--- config.mk ---
export PLATFORM = sky130hd
export DESIGN_NAME = psf2_unicode_table_parser_unit
export DESIGN_NICKNAME = d
export VERILOG_FILES = /design/src/psf2_pkg.sv /design/src/psf2_decode.sv /design/src/psf2_unicode_table_parser_unit.sv
export SDC_FILE = /design/constraint.sdc
export NUM_CORES = 1
export LEC_CHECK = 0
export BUFFER_PORTS_ARGS = -buffer_cell sky130_fd_sc_hd__buf_2
export CELL_PAD_IN_SITES_DETAIL_PLACEMENT = 1
export CELL_PAD_IN_SITES_GLOBAL_PLACEMENT = 2
export CORE_MARGIN = 4
export CORE_UTILIZATION = 40
export CTS_CLUSTER_SIZE = 30
export DETAILED_ROUTE_END_ITERATION = 6
export PLACE_DENSITY = 0.86
export SLEW_MARGIN = 25
export SYNTH_ARGS = -nofsm -noshare
export SYNTH_HDL_FRONTEND = slang
export SYNTH_SLANG_ARGS = --single-unit
export TNS_END_PERCENT = 5
--- constraint.sdc ---
create_clock -name i_clk -period 14.9 [get_ports i_clk]
set_input_delay 2.235 -clock i_clk [delete_from_list [all_inputs] [get_ports i_clk]]
set_output_delay 2.235 -clock i_clk [all_outputs]
set_load 0.05 [all_outputs]
--- src/psf2_pkg.sv ---
`timescale 1ns / 1ps
// shared types and constants for the psf2 unicode table parser
// no dependencies

package psf2_pkg;

    // special table bytes
    localparam logic [7:0] SEPARATOR_BYTE  = 8'hFE;
    localparam logic [7:0] TERMINATOR_BYTE = 8'hFF;

    localparam logic [7:0]  POINT_MAX = 8'hFF;
    localparam logic [7:0]  ALT_MAX   = 8'hFF;
    localparam logic [15:0] GLYPH_MAX = 16'hFFFF;

    // result kinds
    typedef enum logic [2:0] {
        KIND_POINT     = 3'd0,
        KIND_SEQ_END   = 3'd1,
        KIND_GLYPH_END = 3'd2,
        KIND_MALFORMED = 3'd3,
        KIND_TRUNCATED = 3'd4
    } t_kind;

    // one input request
    typedef struct packed {
        logic [7:0] table_byte;
        logic       is_last;
    } t_in_req;

    // one result
    typedef struct packed {
        t_kind       kind;
        logic [20:0] code_point;
        logic [15:0] glyph_index;
        logic [7:0]  sequence_number;
        logic [7:0]  position;
    } t_out_res;

    // parser state
    typedef struct packed {
        logic [15:0] glyph_counter;
        logic [7:0]  alternate_counter;
        logic [7:0]  point_counter;
        logic [20:0] point_accumulator;
        logic [1:0]  bytes_pending;
    } t_state;

endpackage

--- src/psf2_decode.sv ---
`timescale 1ns / 1ps
// per-byte utf-8 decode and sequence bookkeeping with its state registers
// depends on psf2_pkg

module psf2_decode import psf2_pkg::*; (
    input  logic     i_clk,
    input  logic     i_rst_n,
    input  logic     i_step,
    input  t_in_req  i_req,
    output logic     o_emit,
    output t_out_res o_res,
    output t_state   o_state
);

    t_state r_st;
    t_state n_st;
    logic [7:0]  b;
    logic [20:0] acc_shift;
    logic [1:0]  pend_dec;
    logic [7:0]  pc_inc;
    logic [7:0]  alt_inc;
    logic [15:0] glyph_inc;

    assign b         = i_req.table_byte;
    assign acc_shift = {r_st.point_accumulator[14:0], b[5:0]};
    assign pend_dec  = r_st.bytes_pending - 2'd1;

    // saturating increments
    assign pc_inc    = (r_st.point_counter == POINT_MAX) ? POINT_MAX
                     : r_st.point_counter + 8'd1;
    assign alt_inc   = (r_st.alternate_counter == ALT_MAX) ? ALT_MAX
                     : r_st.alternate_counter + 8'd1;
    assign glyph_inc = (r_st.glyph_counter == GLYPH_MAX) ? GLYPH_MAX
                     : r_st.glyph_counter + 16'd1;

    // next state and result
    always_comb begin
        n_st                  = r_st;
        o_emit                = 1'b0;
        o_res.kind            = KIND_POINT;
        o_res.code_point      = '0;
        o_res.glyph_index     = r_st.glyph_counter;
        o_res.sequence_number = r_st.alternate_counter;
        o_res.position        = r_st.point_counter;
        if (i_req.is_last) begin
            o_emit     = 1'b1;
            o_res.kind = (r_st.bytes_pending == 2'd0 && b == TERMINATOR_BYTE)
                       ? KIND_GLYPH_END : KIND_TRUNCATED;
            n_st       = '0;
        end else if (r_st.bytes_pending != 2'd0) begin
            if (b[7:6] == 2'b10) begin
                n_st.bytes_pending = pend_dec;
                if (pend_dec == 2'd0) begin
                    o_emit                 = 1'b1;
                    o_res.code_point       = acc_shift;
                    n_st.point_counter     = pc_inc;
                    n_st.point_accumulator = '0;
                end else begin
                    n_st.point_accumulator = acc_shift;
                end
            end else begin
                // open code point broken by a non-continuation byte
                o_emit                 = 1'b1;
                o_res.kind             = KIND_MALFORMED;
                n_st.bytes_pending     = 2'd0;
                n_st.point_accumulator = '0;
            end
        end else if (b == SEPARATOR_BYTE) begin
            o_emit                 = 1'b1;
            o_res.kind             = KIND_SEQ_END;
            n_st.alternate_counter = alt_inc;
            n_st.point_counter     = '0;
        end else if (b == TERMINATOR_BYTE) begin
            o_emit                 = 1'b1;
            o_res.kind             = KIND_GLYPH_END;
            n_st.glyph_counter     = glyph_inc;
            n_st.alternate_counter = '0;
            n_st.point_counter     = '0;
        end else if (b[7] == 1'b0) begin
            o_emit             = 1'b1;
            o_res.code_point   = {13'd0, b};
            n_st.point_counter = pc_inc;
        end else if (b[7:5] == 3'b110) begin
            n_st.point_accumulator = {16'd0, b[4:0]};
            n_st.bytes_pending     = 2'd1;
        end else if (b[7:4] == 4'b1110) begin
            n_st.point_accumulator = {17'd0, b[3:0]};
            n_st.bytes_pending     = 2'd2;
        end else if (b[7:3] == 5'b11110) begin
            n_st.point_accumulator = {18'd0, b[2:0]};
            n_st.bytes_pending     = 2'd3;
        end else begin
            // stray continuation or invalid lead byte
            o_emit     = 1'b1;
            o_res.kind = KIND_MALFORMED;
        end
    end

    // state register
    always_ff @(posedge i_clk) begin
        if (!i_rst_n) begin
            r_st <= '0;
        end else if (i_step) begin
            r_st <= n_st;
        end
    end

    assign o_state = r_st;

endmodule

--- src/psf2_unicode_table_parser_unit.sv ---
`timescale 1ns / 1ps
// top level of the psf2 unicode table parser: input and result registers
// depends on psf2_pkg and psf2_decode

// Takes one table byte per cycle when not stalled and gives at most one result
// per byte. A byte is held in the input register, is decoded against the
// parser state and lands in the result register. The decode path from input
// register to result register is a single short pass of byte compares and
// saturating counter increments, which sets the one-byte-per-cycle rate; a
// stall on the result side holds the input register, and the input side
// stalls only when that register is full and cannot move on.

module psf2_unicode_table_parser_unit import psf2_pkg::*; (
    input  logic     i_clk,
    input  logic     i_rst_n,
    input  logic     i_in_valid,
    output logic     o_in_stall,
    input  t_in_req  i_in_data,
    output logic     o_out_valid,
    input  logic     i_out_stall,
    output t_out_res o_out_data
);

    logic     r_in_valid;
    t_in_req  r_in;
    logic     r_out_valid;
    t_out_res r_out;
    logic     can_take;
    logic     step;
    logic     emit;
    t_out_res res;
    t_state   st;

    // result register can load when empty or being drained
    assign can_take   = !r_out_valid || !i_out_stall;
    assign step       = r_in_valid && can_take;
    assign o_in_stall = r_in_valid && !can_take;

    // input register
    always_ff @(posedge i_clk) begin
        if (!i_rst_n) begin
            r_in_valid <= 1'b0;
        end else if (!o_in_stall) begin
            r_in_valid <= i_in_valid;
        end
    end

    always_ff @(posedge i_clk) begin
        if (!o_in_stall && i_in_valid) begin
            r_in <= i_in_data;
        end
    end

    psf2_decode u_decode (
        .i_clk   (i_clk),
        .i_rst_n (i_rst_n),
        .i_step  (step),
        .i_req   (r_in),
        .o_emit  (emit),
        .o_res   (res),
        .o_state (st)
    );

    // result register
    always_ff @(posedge i_clk) begin
        if (!i_rst_n) begin
            r_out_valid <= 1'b0;
        end else if (can_take) begin
            r_out_valid <= step && emit;
        end
    end

    always_ff @(posedge i_clk) begin
        if (step && emit) begin
            r_out <= res;
        end
    end

    assign o_out_valid = r_out_valid;
    assign o_out_data  = r_out;

    // a last byte leaves the parser fully reset
    a_last_clears: assert property (@(posedge i_clk) disable iff (!i_rst_n)
        step && r_in.is_last |=> st == '0)
        else $error("state not cleared after last byte");

    // an emitting step always shows up as a result
    a_emit_shows: assert property (@(posedge i_clk) disable iff (!i_rst_n)
        step && emit |=> o_out_valid)
        else $error("emitted result lost");

    // input side only stalls while holding a byte
    a_stall_held: assert property (@(posedge i_clk) disable iff (!i_rst_n)
        o_in_stall |-> r_in_valid && o_out_valid && i_out_stall)
        else $error("input stalled without cause");

    // code points only ever come with kind point
    a_cp_kind: assert property (@(posedge i_clk) disable iff (!i_rst_n)
        o_out_valid && o_out_data.kind != KIND_POINT |-> o_out_data.code_point == '0)
        else $error("code point on non-point result");

endmodule

==> impl_metrics.env, run 1 <==
export IMPL_grt_max_degree=33
export IMPL_slew_headroom=0.406
export IMPL_p_per_area_mw_per_mm2=138
export IMPL_start_kind="input port"
export IMPL_port_buffers=70
export IMPL_max_cap_violations=0
export IMPL_yosys_warnings=0
export IMPL_path_max_fanout=3
export IMPL_cpPeakStageDelay_ns=0.27
export IMPL_cp_slowest_cell="buf_2"
export IMPL_place_congestion=0.809
export IMPL_antennaDiodeCount=0
export IMPL_dp_hpwl_um=8000
export IMPL_setup_tns_ns=0
export IMPL_antenna_found_initial=0
export IMPL_finalSetupViolations=0
export IMPL_clk_pin_slew_ns=0.05
export IMPL_syn_inst=453
export IMPL_syn_area_per_cell_um2=11.0
export IMPL_wl_per_cell_um=17.0
export IMPL_grtUsageTotal=0.179
export IMPL_synth_nets=471
export IMPL_dieArea_mm2=0.0143
export IMPL_status="finished clean"
export IMPL_peakVddDrop_mv=0.0716
export IMPL_finalCritPeriodShare=0.338
export IMPL_start_util=0.411
export IMPL_io_pins=71
export IMPL_htree_levels=4
export IMPL_cts_inserted_buffers=17
export IMPL_cts_repair_resized=0
export IMPL_yosys_area_top_type="edfxtp_1"
export IMPL_finalHoldViolCount=0
export IMPL_totalWireLength_um=11900
export IMPL_via_count=3801
export IMPL_grt_overflow_total=0
export IMPL_ctsRootBufferMaster="clkbuf_16"
export IMPL_die_h_um=120
export IMPL_ant_nets=0
export IMPL_post_cts_repair_setup_buffers=0
export IMPL_area_delta_synth_final_pct=22.8
export IMPL_cts_tree="built"
export IMPL_synth_seq_cells=116
export IMPL_fin_area_mm2=0.00611
export IMPL_core_mm2=0.0121
export IMPL_cpMostUsedCell="buf_2"
export IMPL_path_class="input port to output port"
export IMPL_min_path_type="flop to flop"
export IMPL_first_global_vias=3896
export IMPL_numClockSinks=116
export IMPL_drt_iter0_markers=186
export IMPL_netlist_area_leader_share=0.392
export IMPL_clock_path_buffers=2
export IMPL_dp_cells=672
export IMPL_synth_edff_count=65
export IMPL_synth_cell_types=56
export IMPL_dpl_cell_area_mm2=0.00547
export IMPL_final_net_count=541
export IMPL_rows=40
export IMPL_finalClockSkew_ns=0.0105
export IMPL_cp_end_kind="output port"
export IMPL_fin_crit_ns=5.03
export IMPL_cp_data_required_time_ns=12.66
export IMPL_p_leak_uw=0.00225
export IMPL_drt_first_pass_iters=6
export IMPL_async_flop_share=0
export IMPL_mappedNetlistArea_mm2=0.00498
export IMPL_worst_slew_pin_slew_ns=0.892
export IMPL_drv_slew=0
export IMPL_grt_pass1_wl_um=20100
export IMPL_clock_fmax_ghz=0.199
export IMPL_drc=0
export IMPL_viasPerCell=5.40
export IMPL_fin_cells=704
export IMPL_critical_path_arrival_ns=2.80
export IMPL_yosysSeqAreaShare=0.597
export IMPL_crit_path_cell_trace="buf_2 -> and3_1 -> buf_2"
export IMPL_die_w_um=120
export IMPL_cts_hold_buf=0
export IMPL_synth_area_leaders="edfxtp_1 (39%), dfxtp_1 (21%), a21oi_1 (4.4%), nand2_1 (3.9%), and2_1 (3.1%)"
export IMPL_layout_drive_gt1_share=0.243
export IMPL_clk_latency_ns=0.42
export IMPL_rsz0062_at_grt="no"
export IMPL_synth_ff_type="edfxtp_1"
-- layout make-up --
cell class              count  area, µm²
inverters                  11       41.3
well taps                 168        210
fillers                  1320       6000
flip-flops and latches    116       2970
repair buffers             74        380
multi-input cells         303       1870
clock buffers              22        454
clock inverters            10        179
-- synth_stat cells (7+ instances only) --
library cell / count
a21oi_1: 44
and2_1: 25
buf_2: 9
clkbuf_1: 8
dfxtp_1: 51
edfxtp_1: 65
inv_1: 9
nand2_1: 52
nand3_1: 27
nand4_1: 7
nor2_1: 28
nor3_1: 8
o21a_1: 13
o21ai_0: 10
o221a_2: 9
o22ai_1: 8
-- worst max-delay path: cells and delay by family --
kind | cells | cell delay (ns)
buf+inv | 2 | 0.36
simple gates | 1 | 0.19
-- through the flow --
step | util | hold WS [ns] | worst slack (ns) | power (µW)
3_3_place_gp | 0.451 | 0.442 | 9.88 | 413
2_1_floorplan | - | 0.423 | 7.61 | 400
6_report | 0.505 | 0.449 | 9.87 | 844
3_5_place_dp | 0.452 | 0.443 | 9.86 | 414
4_1_cts | 0.504 | 0.456 | 9.86 | 854
5_1_grt | 0.505 | 0.467 | 9.85 | 875
-- worst paths after layout --
kind                                     startpoint  slack, ns                                end  cells past startpoint
setup / recovery                        i_out_stall       9.87                         o_in_stall                      3
hold / removal    u_decode.o_state[15]$_SDFFE_PN0P_       0.45  u_decode.o_state[15]$_SDFFE_PN0P_                      2
setup reg to reg   u_decode.o_state[0]$_SDFFE_PN0P_      12.43     u_decode.o_res[7]$_SDFFE_PN0P_                      6
hold reg to reg   u_decode.o_state[15]$_SDFFE_PN0P_       0.45  u_decode.o_state[15]$_SDFFE_PN0P_                      2
-- flip-flops by register name, summed over array words and instances (netlist names) --
name and cells:
u_decode.o_state 17, r_in_valid 1, o_out_data 56, r_in 9, o_out_valid 1, u_decode.o_res 32
-- logic make-up after synthesis --
group / share of synthesized area
muxes: 0.00201
buffers and inverters: 0.0347
adders and majority gates: 0.0126
AOI/OAI and AO/OA: 0.154
DFF: 0.597
and+or+nand+nor: 0.199
-- cell usage in the layout (no fill, tap or decap), drive strengths merged, types with 2 or more instances in the layout --
master     n
buf       74
edfxtp    65
nand2     55
dfxtp     51
a21oi     45
nor2      28
nand3     28
and2      25
clkbuf    22
o21a      13
o21ai     12
inv       10
nor3      10
o221a      9
o22ai      8
nand4      8
and3       8
a31oi      6
and4       6
ha         5
bufinv     5
nand2b     4
a41oi      4
nor4       4
clkinv     4
nor2b      3
nand3b     3
a32oi      2
a22oi      2
clkinvlp   2
o311ai     2
-- report_power, final --
group / leakage [µW] / total [µW] / internal, µW / switching [µW]
clock: 0.000302 / 436 / 299 / 137
combinational: 0.000890 / 54.8 / 11.7 / 43.0
sequential: 0.00106 / 353 / 347 / 6.14
total: 0.00225 / 844 / 658 / 186
-- layer usage --
metal | vias to the layer above | wire [µm] | global-route usage
met1 | 1865 | 5470 | 0.223
met2 | 82 | 5780 | 0.285
met4 | 0 | 179 | 0.0687
li1 | 1833 | - | -
met5 | - | 0 | 0
met3 | 21 | 507 | 0.0631
No activity file was read; power rests on OpenSTA's default activity.
==> inputs of run 2 (changes only) <==
Settings changed: CORE_UTILIZATION 40 to 33, PLACE_DENSITY 0.86 to 0.76.
Clock period 14.9 ns to 4.5 ns, I/O delays scaled along.
==> run 2 against run 1 <==
Compared with the run above: combinational power rose to 3.3 times the previous value; power rose to 3.1 times the previous value; clock-buffer cell count shrank 2; global-route usage is 2.4 points lower; via count fell by 1.5%; routed wire length increased by 3.1%; utilization down 9.3 points; clock skew up 0.0025 ns; sequential share of layout area rose by 0.66 points; critical endpoint is now o_out_data[15]$_DFFE_PP_; cell count up 2.0%; highest routed layer unchanged; largest power group unchanged.
==> impl_metrics.env, run 2 (same netlist as run 1, synthesis figures left out) <==
export IMPL_rsz0062_at_grt="no"
export IMPL_wl_per_cell_um=17.1
export IMPL_layout_commonest_cell="buf_2"
export IMPL_place_congestion=0.786
export IMPL_drt_iter0_markers=289
export IMPL_min_path_type="input port to flop"
export IMPL_fin_cells=718
export IMPL_drc=0
export IMPL_slew_headroom=0.355
export IMPL_post_cts_repair_setup_buffers=0
export IMPL_dpl_cell_area_mm2=0.00547
export IMPL_htree_levels=4
export IMPL_clock_fmax_ghz=0.384
export IMPL_grtUsageTotal=0.154
export IMPL_fin_area_mm2=0.00603
export IMPL_p_per_area_mw_per_mm2=433
export IMPL_die_w_um=131
export IMPL_drt_first_pass_iters=4
export IMPL_ctsRootBufferMaster="clkbuf_16"
export IMPL_dieArea_mm2=0.0171
export IMPL_cts_inserted_buffers=17
export IMPL_die_h_um=131
export IMPL_fill_cells=1626
export IMPL_port_buffers=70
export IMPL_path_class="flop to flop"
export IMPL_rows=44
export IMPL_critical_path_arrival_ns=2.65
export IMPL_final_net_count=539
export IMPL_seq_area_mm2=0.00297
export IMPL_cp_data_required_time_ns=4.55
export IMPL_path_max_fanout=57
export IMPL_cts_repair_resized=0
export IMPL_cts_hold_buf=0
export IMPL_dp_cells=686
export IMPL_area_delta_synth_final_pct=21.1
export IMPL_fin_crit_ns=2.61
export IMPL_multi_input_area_mm2=0.00187
export IMPL_grt_overflow_total=0
export IMPL_worst_slew_pin_slew_ns=0.960
export IMPL_numClockSinks=116
export IMPL_layout_drive_gt1_share=0.240
export IMPL_antennaDiodeCount=0
export IMPL_start_util=0.340
export IMPL_grt_pass1_wl_um=20300
export IMPL_setup_tns_ns=0
export IMPL_mostFrequentLayoutCells="buf_2 (70), edfxtp_1 (65), nand2_1 (52), dfxtp_1 (51), a21oi_1 (44)"
export IMPL_largest_reg_flops=56
export IMPL_max_cap_violations=0
export IMPL_cts_tree="built"
export IMPL_first_global_vias=3919
export IMPL_cp_end_kind="flop"
export IMPL_drv_slew=0
export IMPL_p_leak_uw=0.00220
export IMPL_r2r_setup_slack_ns=1.89
export IMPL_finalHoldViolCount=0
export IMPL_antenna_found_initial=0
export IMPL_via_count=3745
export IMPL_start_kind="flop"
export IMPL_ant_nets=0
export IMPL_status="finished clean"
export IMPL_viasPerCell=5.22
export IMPL_peakVddDrop_mv=0.188
export IMPL_totalWireLength_um=12300
export IMPL_dp_hpwl_um=8150
export IMPL_io_pins=71
export IMPL_finalClockSkew_ns=0.0129
export IMPL_finalSetupViolations=0
export IMPL_clk_pin_slew_ns=0.05
export IMPL_clock_path_buffers=2
export IMPL_whs_ns=0.423
export IMPL_clk_latency_ns=0.42
export IMPL_core_mm2=0.0146
export IMPL_finalCritPeriodShare=0.579
export IMPL_grt_max_degree=58
run 2: cell types whose count changed in the layout (fill, tap and decap cells not counted):
cell	delta
buf_4	-2
clkinv_1	+2
clkinvlp_4	+1
nor3_1	-1
nor4_4	-1
clkbuf_1	-1
nor3_2	+1
clkbuf_8	-1
bufinv_16	-3
nor4_2	+1
clkinv_2	+2
run 2: power breakdown:
part           switching (µW)  internal (µW)  total (µW)  leakage (µW)
combinational             143           37.9         181      0.000876
clock                     460            801        1260      0.000262
sequential               20.5           1150        1170       0.00106
total                     623           1990        2610       0.00220
run 2: path summary, 6_finish.rpt:
check / startpoint / to / depth (start not counted)
max: u_decode.o_state[0]$_SDFFE_PN0P_ / o_out_data[15]$_DFFE_PP_ / 5
min: i_in_data[3] / r_in[3]$_DFFE_PP_ / 1
max reg2reg: u_decode.o_state[0]$_SDFFE_PN0P_ / o_out_data[15]$_DFFE_PP_ / 5
min reg2reg: u_decode.o_state[15]$_SDFFE_PN0P_ / u_decode.o_state[15]$_SDFFE_PN0P_ / 2
run 2: cell type report:
cell class,instances,share of cell area
sequential,116,0.493
multi-input combinational,303,0.310
clock buffer,20,0.0724
timing repair buffer,72,0.0606
tap,184,0.0382
clock inverter,12,0.0189
inverter,11,0.00685
run 2: per-layer routing:
layer,wire length [µm],track usage
met5,0,0
met4,210,0.0672
met3,454,0.0407
met2,5980,0.254
met1,5660,0.192
run 2: stage by stage:
step                setup WS, ns  utilization  total power, µW
CTS                         1.72        0.411             2640
detailed placement          1.74        0.374             1370
finish                      1.89        0.412             2610
global route                1.56        0.412             2710
floorplan                  0.674            -             1320
global placement            1.87        0.373             1370
run 2: critical path, stage by stage, from the launching register on:
cell and delay, ns:
dfxtp_1 0.32, inv_1 0.09, ha_1 0.62, nor4_4 0.21, a311oi_4 0.29, buf_4 0.63
